File: config.mk
export PLATFORM = sky130hd
export DESIGN_NAME = pipe_flow_and_waiter_control_core
export DESIGN_NICKNAME = d
export VERILOG_FILES = /design/src/pfwc_pkg.sv /design/src/pfwc_ctrl.sv /design/src/pfwc_datapath.sv /design/src/pipe_flow_and_waiter_control_core.sv
export VERILOG_INCLUDE_DIRS = /design/src /design/src/src
export SDC_FILE = /design/constraint.sdc
export NUM_CORES = 1
export LEC_CHECK = 0
export BUFFER_PORTS_ARGS = -buffer_cell sky130_fd_sc_hd__buf_2
export CORE_MARGIN = 5
export CORE_UTILIZATION = 35
export DETAILED_ROUTE_END_ITERATION = 7
export PLACE_DENSITY = 0.47
export SLEW_MARGIN = 0
export SYNTH_ARGS = -nofsm -noshare
export SYNTH_HDL_FRONTEND = slang
export SYNTH_SLANG_ARGS = --single-unit
File: constraint.sdc
create_clock -name clk_i -period 9 [get_ports clk_i]
set_input_delay 1.8 -clock clk_i [delete_from_list [all_inputs] [get_ports clk_i]]
set_output_delay 1.8 -clock clk_i [all_outputs]
set_load 0.02 [all_outputs]
File: src/pipe_flow_and_waiter_control_core_defines.svh
// Assertion macros shared by the pipe control block.
`ifndef PIPE_FLOW_AND_WAITER_CONTROL_CORE_DEFINES_SVH
`define PIPE_FLOW_AND_WAITER_CONTROL_CORE_DEFINES_SVH

// A property that must hold at every clock edge outside reset.
`define PFWC_ASSERT(lbl, prop, msg) \
  lbl: assert property (@(posedge clk_i) disable iff (!rst_ni) (prop)) else $error(msg);

// A condition that must never be seen at a clock edge outside reset.
`define PFWC_ASSERT_NEVER(lbl, cond, msg) \
  lbl: assert property (@(posedge clk_i) disable iff (!rst_ni) !(cond)) else $error(msg);

`endif

File: src/pfwc_pkg.sv
package pfwc_pkg;

  // Default sizes of the pipe and of each waiter table.
  localparam int unsigned CAPACITY_DEF     = 512;
  localparam int unsigned WAITER_SLOTS_DEF = 8;

  // Request codes.
  localparam logic [1:0] CMD_READ  = 2'd0;
  localparam logic [1:0] CMD_WRITE = 2'd1;
  localparam logic [1:0] CMD_TAKE  = 2'd2;
  localparam logic [1:0] CMD_GIVE  = 2'd3;

  // Result status codes.
  localparam logic [2:0] ST_DONE    = 3'd0;
  localparam logic [2:0] ST_AGAIN   = 3'd1;
  localparam logic [2:0] ST_BLOCKED = 3'd2;
  localparam logic [2:0] ST_BROKEN  = 3'd3;
  localparam logic [2:0] ST_EOS     = 3'd4;
  localparam logic [2:0] ST_FULL    = 3'd5;

  // One request beat.
  typedef struct packed {
    logic [1:0]  command;
    logic [7:0]  thread_id;
    logic [7:0]  thread_priority;
    logic [15:0] request_size;
    logic        nonblock;
    logic        end_is_writer;
  } pfwc_req_t;

  // One result beat.
  typedef struct packed {
    logic [2:0] status;
    logic [9:0] granted_bytes;
    logic       woken_valid;
    logic [7:0] woken_thread;
    logic       woken_was_writer;
    logic       released;
    logic       readable;
    logic       writable;
  } pfwc_rsp_t;

  // Commands from the sequencer to the datapath.
  typedef struct packed {
    logic load;
    logic eval;
    logic scan;
    logic remove;
    logic report;
  } pfwc_cmd_t;

  // Status from the datapath to the sequencer.
  typedef struct packed {
    logic scan_last;
  } pfwc_sts_t;

endpackage

File: src/pfwc_ctrl.sv
module pfwc_ctrl import pfwc_pkg::*; (
  input  logic      clk_i,
  input  logic      rst_ni,
  input  logic      start,
  output logic      busy,
  input  pfwc_sts_t sts_i,
  output pfwc_cmd_t cmd_o
);

  typedef enum logic [2:0] {
    S_IDLE,
    S_EVAL,
    S_SCAN,
    S_REMOVE,
    S_REPORT
  } state_e;

  state_e state_q, state_d;

  // Next state of the request sequencer.
  always_comb begin
    state_d = state_q;
    case (state_q)
      S_IDLE:   if (start) state_d = S_EVAL;
      S_EVAL:   state_d = S_SCAN;
      S_SCAN:   if (sts_i.scan_last) state_d = S_REMOVE;
      S_REMOVE: state_d = S_REPORT;
      S_REPORT: state_d = S_IDLE;
      default:  state_d = S_IDLE;
    endcase
  end

  // State register.
  always_ff @(posedge clk_i or negedge rst_ni) begin
    if (!rst_ni) begin
      state_q <= S_IDLE;
    end else begin
      state_q <= state_d;
    end
  end

  // Commands decoded from the state.
  always_comb begin
    cmd_o        = '0;
    cmd_o.load   = (state_q == S_IDLE) && start;
    cmd_o.eval   = (state_q == S_EVAL);
    cmd_o.scan   = (state_q == S_SCAN);
    cmd_o.remove = (state_q == S_REMOVE);
    cmd_o.report = (state_q == S_REPORT);
  end

  assign busy = (state_q != S_IDLE);

endmodule

File: src/pfwc_datapath.sv
`include "pipe_flow_and_waiter_control_core_defines.svh"

module pfwc_datapath import pfwc_pkg::*; #(
  parameter int unsigned CAPACITY     = CAPACITY_DEF,
  parameter int unsigned WAITER_SLOTS = WAITER_SLOTS_DEF
) (
  input  logic      clk_i,
  input  logic      rst_ni,
  input  logic      cfg_we_i,
  input  logic      cfg_wdata_i,
  input  pfwc_req_t req_i,
  input  pfwc_cmd_t cmd_i,
  output pfwc_sts_t sts_o,
  output logic      result_valid_o,
  output pfwc_rsp_t rsp_o
);

  localparam int unsigned FW   = $clog2(CAPACITY + 1);
  localparam int unsigned CNTW = $clog2(WAITER_SLOTS + 1);
  localparam int unsigned IW   = (WAITER_SLOTS > 1) ? $clog2(WAITER_SLOTS) : 1;
  localparam logic [16:0] CAP  = 17'(CAPACITY);

  typedef struct packed {
    logic [7:0]  tid;
    logic [7:0]  prio;
    logic [15:0] size;
  } waiter_t;

  logic            stream_q;
  pfwc_req_t       req_q;
  logic [FW-1:0]   fill_q;
  logic [7:0]      rcnt_q, wcnt_q;
  logic            rd_flag_q, wr_flag_q;
  waiter_t         rd_tab_q [WAITER_SLOTS];
  waiter_t         wr_tab_q [WAITER_SLOTS];
  logic [CNTW-1:0] rd_cnt_q, wr_cnt_q;

  logic [2:0]      status_q;
  logic [9:0]      gnt_q;
  logic            wake_en_q, sel_wr_q, release_q;
  logic [16:0]     avail_q;
  logic [IW-1:0]   idx_q, best_q;
  logic            found_q;
  logic [7:0]      best_prio_q, best_tid_q;
  logic            valid_q;
  pfwc_rsp_t       rsp_q;

  // Decision of one request, taken from the captured beat and the counters.
  logic [16:0] fill17, size17, space17, take17, fill_new17;
  logic [2:0]  st_d;
  logic        go, enq_rd, enq_wr, wake_en_d, sel_wr_d, rel_d;
  logic [15:0] enq_size;
  logic [16:0] avail_d;
  logic [7:0]  rcnt_d, wcnt_d;

  always_comb begin
    fill17     = 17'(fill_q);
    size17     = 17'(req_q.request_size);
    space17    = CAP - fill17;
    take17     = size17;
    fill_new17 = fill17;
    st_d       = ST_DONE;
    go         = 1'b0;
    enq_rd     = 1'b0;
    enq_wr     = 1'b0;
    enq_size   = req_q.request_size;
    wake_en_d  = 1'b0;
    sel_wr_d   = 1'b0;
    avail_d    = '0;
    rcnt_d     = rcnt_q;
    wcnt_d     = wcnt_q;
    rel_d      = 1'b0;
    case (req_q.command)
      CMD_READ: begin
        if (stream_q && fill17 == '0 && wcnt_q == '0) begin
          st_d = ST_EOS;
        end else if (size17 > fill17) begin
          if (req_q.nonblock) begin
            if (fill17 != '0) begin
              take17 = fill17;
              go     = 1'b1;
            end else begin
              st_d = ST_AGAIN;
            end
          end else if (stream_q && fill17 != '0) begin
            take17 = fill17;
            go     = 1'b1;
          end else begin
            enq_rd   = 1'b1;
            enq_size = stream_q ? 16'd1 : req_q.request_size;
          end
        end else begin
          go = 1'b1;
        end
        if (go) begin
          fill_new17 = fill17 - take17;
          wake_en_d  = 1'b1;
          sel_wr_d   = 1'b1;
          avail_d    = CAP - fill_new17;
        end
      end
      CMD_WRITE: begin
        if (stream_q && rcnt_q == '0) begin
          st_d = ST_BROKEN;
        end else if (size17 > space17) begin
          if (req_q.nonblock) begin
            if (space17 != '0) begin
              take17 = space17;
              go     = 1'b1;
            end else begin
              st_d = ST_AGAIN;
            end
          end else begin
            enq_wr = 1'b1;
          end
        end else begin
          go = 1'b1;
        end
        if (go) begin
          fill_new17 = fill17 + take17;
          wake_en_d  = 1'b1;
          avail_d    = fill_new17;
        end
      end
      CMD_TAKE: begin
        if (req_q.end_is_writer) begin
          if (wcnt_q != 8'hFF) wcnt_d = wcnt_q + 8'd1;
        end else begin
          if (rcnt_q != 8'hFF) rcnt_d = rcnt_q + 8'd1;
        end
      end
      CMD_GIVE: begin
        if (req_q.end_is_writer) begin
          if (wcnt_q != '0) wcnt_d = wcnt_q - 8'd1;
          wake_en_d = (wcnt_d == '0);
        end else begin
          if (rcnt_q != '0) rcnt_d = rcnt_q - 8'd1;
          wake_en_d = (rcnt_d == '0);
          sel_wr_d  = 1'b1;
        end
        avail_d = CAP;
        rel_d   = (rcnt_d == '0) && (wcnt_d == '0);
      end
      default: ;
    endcase
    if (enq_rd) begin
      st_d = (rd_cnt_q < CNTW'(WAITER_SLOTS)) ? ST_BLOCKED : ST_FULL;
    end
    if (enq_wr) begin
      st_d = (wr_cnt_q < CNTW'(WAITER_SLOTS)) ? ST_BLOCKED : ST_FULL;
    end
  end

  // Entry under the scan pointer in the table being searched.
  waiter_t         scan_ent;
  logic [CNTW-1:0] scan_cnt;
  logic            scan_hit;

  always_comb begin
    scan_ent = sel_wr_q ? wr_tab_q[idx_q] : rd_tab_q[idx_q];
    scan_cnt = sel_wr_q ? wr_cnt_q : rd_cnt_q;
    scan_hit = wake_en_q && (CNTW'(idx_q) < scan_cnt) &&
               (17'(scan_ent.size) <= avail_q) &&
               (!found_q || (scan_ent.prio > best_prio_q));
  end

  assign sts_o.scan_last = (idx_q == IW'(WAITER_SLOTS - 1));

  // Configuration register.
  always_ff @(posedge clk_i or negedge rst_ni) begin
    if (!rst_ni) begin
      stream_q <= 1'b0;
    end else if (cfg_we_i) begin
      stream_q <= cfg_wdata_i;
    end
  end

  // Captured request beat and per-request decision.
  always_ff @(posedge clk_i) begin
    if (cmd_i.load) begin
      req_q <= req_i;
    end
    if (cmd_i.eval) begin
      status_q  <= st_d;
      gnt_q     <= go ? take17[9:0] : 10'd0;
      wake_en_q <= wake_en_d;
      sel_wr_q  <= sel_wr_d;
      avail_q   <= avail_d;
      release_q <= rel_d;
    end
  end

  // Pipe counters, poll flags and table fill counts.
  always_ff @(posedge clk_i or negedge rst_ni) begin
    if (!rst_ni) begin
      fill_q    <= '0;
      rcnt_q    <= '0;
      wcnt_q    <= '0;
      rd_flag_q <= 1'b0;
      wr_flag_q <= 1'b0;
      rd_cnt_q  <= '0;
      wr_cnt_q  <= '0;
    end else if (cmd_i.eval) begin
      fill_q <= FW'(fill_new17);
      rcnt_q <= rcnt_d;
      wcnt_q <= wcnt_d;
      if (req_q.command == CMD_READ) rd_flag_q <= (fill_new17 != '0);
      if (req_q.command == CMD_WRITE) wr_flag_q <= (fill_new17 != CAP);
      if (enq_rd && st_d == ST_BLOCKED) rd_cnt_q <= rd_cnt_q + CNTW'(1);
      if (enq_wr && st_d == ST_BLOCKED) wr_cnt_q <= wr_cnt_q + CNTW'(1);
    end else if (cmd_i.remove && found_q) begin
      if (sel_wr_q) begin
        wr_cnt_q <= wr_cnt_q - CNTW'(1);
      end else begin
        rd_cnt_q <= rd_cnt_q - CNTW'(1);
      end
    end else if (cmd_i.report && release_q) begin
      fill_q    <= '0;
      rcnt_q    <= '0;
      wcnt_q    <= '0;
      rd_flag_q <= 1'b0;
      wr_flag_q <= 1'b0;
      rd_cnt_q  <= '0;
      wr_cnt_q  <= '0;
    end
  end

  // Waiter tables: append at the fill count, close the gap on removal.
  always_ff @(posedge clk_i) begin
    if (cmd_i.eval && enq_rd && st_d == ST_BLOCKED) begin
      rd_tab_q[rd_cnt_q[IW-1:0]] <= '{req_q.thread_id, req_q.thread_priority, enq_size};
    end
    if (cmd_i.eval && enq_wr && st_d == ST_BLOCKED) begin
      wr_tab_q[wr_cnt_q[IW-1:0]] <= '{req_q.thread_id, req_q.thread_priority, enq_size};
    end
    if (cmd_i.remove && found_q) begin
      for (int i = 0; i < int'(WAITER_SLOTS) - 1; i++) begin
        if (i >= int'(best_q)) begin
          if (sel_wr_q) begin
            wr_tab_q[i] <= wr_tab_q[i + 1];
          end else begin
            rd_tab_q[i] <= rd_tab_q[i + 1];
          end
        end
      end
    end
  end

  // Priority scan, one table entry per cycle.
  always_ff @(posedge clk_i or negedge rst_ni) begin
    if (!rst_ni) begin
      idx_q   <= '0;
      found_q <= 1'b0;
    end else if (cmd_i.eval) begin
      idx_q   <= '0;
      found_q <= 1'b0;
    end else if (cmd_i.scan) begin
      if (!sts_o.scan_last) idx_q <= idx_q + IW'(1);
      if (scan_hit) found_q <= 1'b1;
    end
  end

  always_ff @(posedge clk_i) begin
    if (cmd_i.scan && scan_hit) begin
      best_q      <= idx_q;
      best_prio_q <= scan_ent.prio;
      best_tid_q  <= scan_ent.tid;
    end
  end

  // Result beat, shown for one cycle after the report step.
  always_ff @(posedge clk_i or negedge rst_ni) begin
    if (!rst_ni) begin
      valid_q <= 1'b0;
    end else begin
      valid_q <= cmd_i.report;
    end
  end

  always_ff @(posedge clk_i) begin
    if (cmd_i.report) begin
      rsp_q.status           <= status_q;
      rsp_q.granted_bytes    <= gnt_q;
      rsp_q.woken_valid      <= found_q;
      rsp_q.woken_thread     <= found_q ? best_tid_q : 8'd0;
      rsp_q.woken_was_writer <= found_q && sel_wr_q;
      rsp_q.released         <= release_q;
      rsp_q.readable         <= rd_flag_q && !release_q;
      rsp_q.writable         <= wr_flag_q && !release_q;
    end
  end

  assign result_valid_o = valid_q;
  assign rsp_o          = rsp_q;

  `PFWC_ASSERT(a_rd_cnt_bound, rd_cnt_q <= CNTW'(WAITER_SLOTS), "read waiter count overflow")
  `PFWC_ASSERT(a_fill_bound, 17'(fill_q) <= CAP, "fill level above capacity")
  `PFWC_ASSERT_NEVER(a_strobe_twice, valid_q && $past(valid_q), "result strobe held twice")

endmodule

File: src/pipe_flow_and_waiter_control_core.sv
// Request controller of a bounded byte pipe. A request beat is taken when
// start is high and busy is low; its single result appears on rsp_o for one
// cycle, marked by result_valid_o, and cannot be held off by the receiver.
// Each request runs through a decision step, a search of the waiter table
// (eight slots by default) for the best wake candidate one entry per cycle,
// a removal step and a report step. The user must write stream_mode only
// while busy is low; the block itself does not enforce this.
module pipe_flow_and_waiter_control_core import pfwc_pkg::*; #(
  parameter int unsigned CAPACITY     = CAPACITY_DEF,
  parameter int unsigned WAITER_SLOTS = WAITER_SLOTS_DEF
) (
  input  logic      clk_i,
  input  logic      rst_ni,
  input  logic      cfg_we_i,
  input  logic      cfg_wdata_i,
  input  logic      start,
  output logic      busy,
  input  pfwc_req_t req_i,
  output logic      result_valid_o,
  output pfwc_rsp_t rsp_o
);

  pfwc_cmd_t cmd;
  pfwc_sts_t sts;

  // Request sequencer.
  pfwc_ctrl u_ctrl (
    .clk_i  (clk_i),
    .rst_ni (rst_ni),
    .start  (start),
    .busy   (busy),
    .sts_i  (sts),
    .cmd_o  (cmd)
  );

  // Counters, waiter tables and result register.
  pfwc_datapath #(
    .CAPACITY     (CAPACITY),
    .WAITER_SLOTS (WAITER_SLOTS)
  ) u_datapath (
    .clk_i          (clk_i),
    .rst_ni         (rst_ni),
    .cfg_we_i       (cfg_we_i),
    .cfg_wdata_i    (cfg_wdata_i),
    .req_i          (req_i),
    .cmd_i          (cmd),
    .sts_o          (sts),
    .result_valid_o (result_valid_o),
    .rsp_o          (rsp_o)
  );

endmodule

==> impl_results.md <==
* Status: complete, no violations
* Worst-path clk slew at 0.06 ns
* Syn Inst Count at ~3000
* Post-Syn Nets at 3093
* DR WL/cell at approximately 26 um
* Worst-Skew Late Latency at 0.66 ns
* Yosys top cell area share at 0.537
* Site Rows at 116
* Crit-path max cell delay at 0.83 ns
* Vias in the first global route at approximately 25000
* Worst Tran Pin Value at 1.22 ns
* Min-Delay Path Class: register to register
* Max IR drop VDD at 0.000154 V
* Synth unique cells at 86
* Post-CTS sizing at 0
* GR Overflow Total at 0
* Post-CTS Setup Bufs at 0
* Final Power at 12.4 mW
* CP cell instances: inv_1 -> ha_1 -> or3b_1 -> or3_4 -> nand2_4 -> ha_1 -> a211oi_1 -> o211ai_1 -> and3_1 -> a2111o_1 -> nand4b_4 -> o21ai_0 -> ha_1 -> a21oi_1 -> a2111oi_0 -> nor3_1 -> o21bai_1 -> a21oi_1 -> o21ai_0 -> a32oi_1 -> o41ai_2 -> nand4_1 -> a311o_1
* Nets at about 3100
* Max cap viols at 0
* Final hold vios at 0
* Deepest clock path buffer count at 3
* # port buffers at 68
* Synth area leaders: edfxtp_1 54%, mux4_2 10%, a21oi_1 7.1%, nor2_1 5.4%, ha_1 3.4%
* Critical path class: register to register
* Setup crit end kind: register
* Vias per std cell at 5.70
* Crit Path Max Fanout at 31
* TritonCTS buffer count at 81
* Placement Cell Area at 36900 sq um
* Most frequent CP cell: ha_1
* First drt pass iteration count at 6
* Initial antenna violation count at 2
* H-tree levels at 3
* Commonest cells in the netlist: 626 x edfxtp_1, 505 x nor2_1, 496 x a21oi_1, 160 x mux4_2, 152 x clkbuf_1
* Warnings, synthesis at 0
* #FFs+latches synth at between 600 and 700
* Initial Utilization at 0.351
* Startpoint types: register
* Slowest CP cell: a2111oi_0
* RSZ-0062 raised after global routing: false
* DRC viols at 0
* Share of cells above drive strength 1 at 0.153
* Fmax achieved at around 130 MHz
* EDFF count, synth at about 630
* Global-route wire length before repair at ~160000 um
* Leading cell type by number of instances after synthesis: edfxtp_1
* Pins over their slew limit at 0
* Layout Cells excl Fill at 4332
* Largest net degree at the start of global routing at 66
* Setup Viol. Count Final at 0
* Die height at 326 um
* Core area at 99700 sq um
* Full die area at 106000 sq um
* CTS tree: yes
* Post-route ant nets at 0
* Post-layout min period at 7.47 ns
* Starting DRT DRC Count at 2448
* LEAKAGE at 13.9 nW
* Clk_skew at 0.0242 ns
* Fin Setup TNS at 0 ns
* Post-synth top area cell: edfxtp_1
* Pwr/cell area at around 310 nW/um^2
* Placer congestion estimate at between 0.8 and 0.9
* Tcrit/Tclk final at 0.830
* Post-synth top flop: edfxtp_1
* Synthesized cell area at 35000 sq um
* Post-Place Cells at 4185
* Register area share after synthesis at 0.569
* Slew HR at 0.187
* Num Clock Sinks at 671
* Worst Path Required at 9.54 ns
* Die X at between 300 and 400 um
* Final Cell Area at about 39000 sq um
* Critical Path AT at roughly 8 ns
* Ys async rst share at 0.0671
* # hold bufs at CTS at 0
* Root Buffer: clkbuf_16
* All-Layer GR Usage at 0.205
* DP HPWL at between 60000 and 70000 um
* Layout area overhead at 12.6%
* Avg Inst Size Synth at between 10 and 15 sq um
* I/O Pins at 69
* Vias at 24714
* DRT Wirelength at 112000 um
==> where the power goes <==
part / internal, mW / leakage (nW) / switching [mW]
Sequential: 3.87 / 6.27 / 0.362
Combinational: 1.98 / 6.43 / 3.04
Clock: 1.79 / 1.22 / 1.37
Total: 7.64 / 13.9 / 4.77
==> critical path, delay by kind of cell (launching register included) <==
family / cells / cell delay, ns
buf+inv: 1 / 0.28
compound gates: 12 / 3.67
simple gates: 7 / 2.04
flops: 1 / 0.47
fa+ha+maj: 3 / 0.90
==> cells by family (layout without fill, tap and decap cells) <==
logic type / after synthesis / count (layout) / share of synthesized area
AO/OA/AOI/OAI: 766 / 766 / 0.125
XOR/XNOR: 32 / 32 / 0.00801
adder cells (fa/ha/maj): 97 / 97 / 0.0351
buffers and inverters: 318 / 396 / 0.0351
flip-flops: 671 / 671 / 0.569
multiplexers: 217 / 217 / 0.120
other: 0 / 1 / 0
AND/OR/NAND/NOR: 854 / 854 / 0.107
==> layer usage <==
| layer | share of wire | track usage |
|---|---|---|
| met3 | 0.069 | 0.0396 |
| met5 | 0 | 0 |
| met1 | 0.43 | 0.276 |
| met2 | 0.47 | 0.337 |
| met4 | 0.032 | 0.0659 |
==> path summary, 6_finish.rpt <==
kind,from,endpoint,slack [ns],depth (start not counted)
max,u_datapath.fill_q[0],u_datapath.rd_flag_q,1.53,23
min,u_datapath.gnt_q[9],u_datapath.rsp_o[22],0.42,0
max reg2reg,u_datapath.fill_q[0],u_datapath.rd_flag_q,1.53,23
min reg2reg,u_datapath.gnt_q[9],u_datapath.rsp_o[22],0.42,0
max in group asynchronous,rst_ni,u_datapath.idx_q[1],7.17,2
min in group asynchronous,rst_ni,u_datapath.fill_q[6],1.27,2
==> metrics by stage <==
step / utilization / hold slack, ns / worst slack [ns]
after floorplan: - / 0.400 / 1.82
after global placement: 0.370 / 0.402 / 1.69
after detailed placement: 0.370 / 0.408 / 1.62
after CTS: 0.395 / 0.422 / 1.57
after global routing: 0.395 / 0.429 / 1.07
final: 0.395 / 0.416 / 1.53
==> layout by cell type (no fill, tap or decap), types with 18 or more instances in the layout <==
master,netlist,final
buf_2,2,68
mux2i_1,41,41
clkbuf_1,152,18
and2_1,19,19
inv_1,133,132
xnor2_1,19,19
o21ai_0,89,85
edfxtp_1,626,626
mux4_2,160,160
clkbuf_16,0,81
nand3_1,31,31
nand2_1,136,130
dfrtp_1,45,42
buf_4,0,47
nor2_1,505,502
nor3_1,33,33
ha_1,95,95
and3_1,26,26
a21oi_1,496,493
==> layout make-up <==
type,instances,area [sq um]
fillers,9461,60300
flip-flops and latches,671,19900
multi-input cells,1966,14100
clock buffers,99,2090
well taps,1298,1620
repair buffers,117,733
inverters,133,499
clock inverters,47,425
diodes,1,2.50
==> sequential cells by signal (all words and copies together) (netlist names), 3 cells and up <==
signal,cells
u_datapath.gnt_q,10
u_datapath.best_tid_q,8
u_datapath.rd_tab_q,256
u_datapath.req_q,36
u_datapath.avail_q,17
u_datapath.wr_tab_q,256
u_datapath.best_q,3
u_datapath.best_prio_q,8
u_ctrl.state_q,3
u_datapath.wr_cnt_q,4
u_datapath.rsp_o,26
u_datapath.fill_q,10
u_datapath.rd_cnt_q,4
u_datapath.status_q,3
u_datapath.wcnt_q,8
u_datapath.idx_q,3
u_datapath.rcnt_q,8
Power figures use the tool's default switching activity.
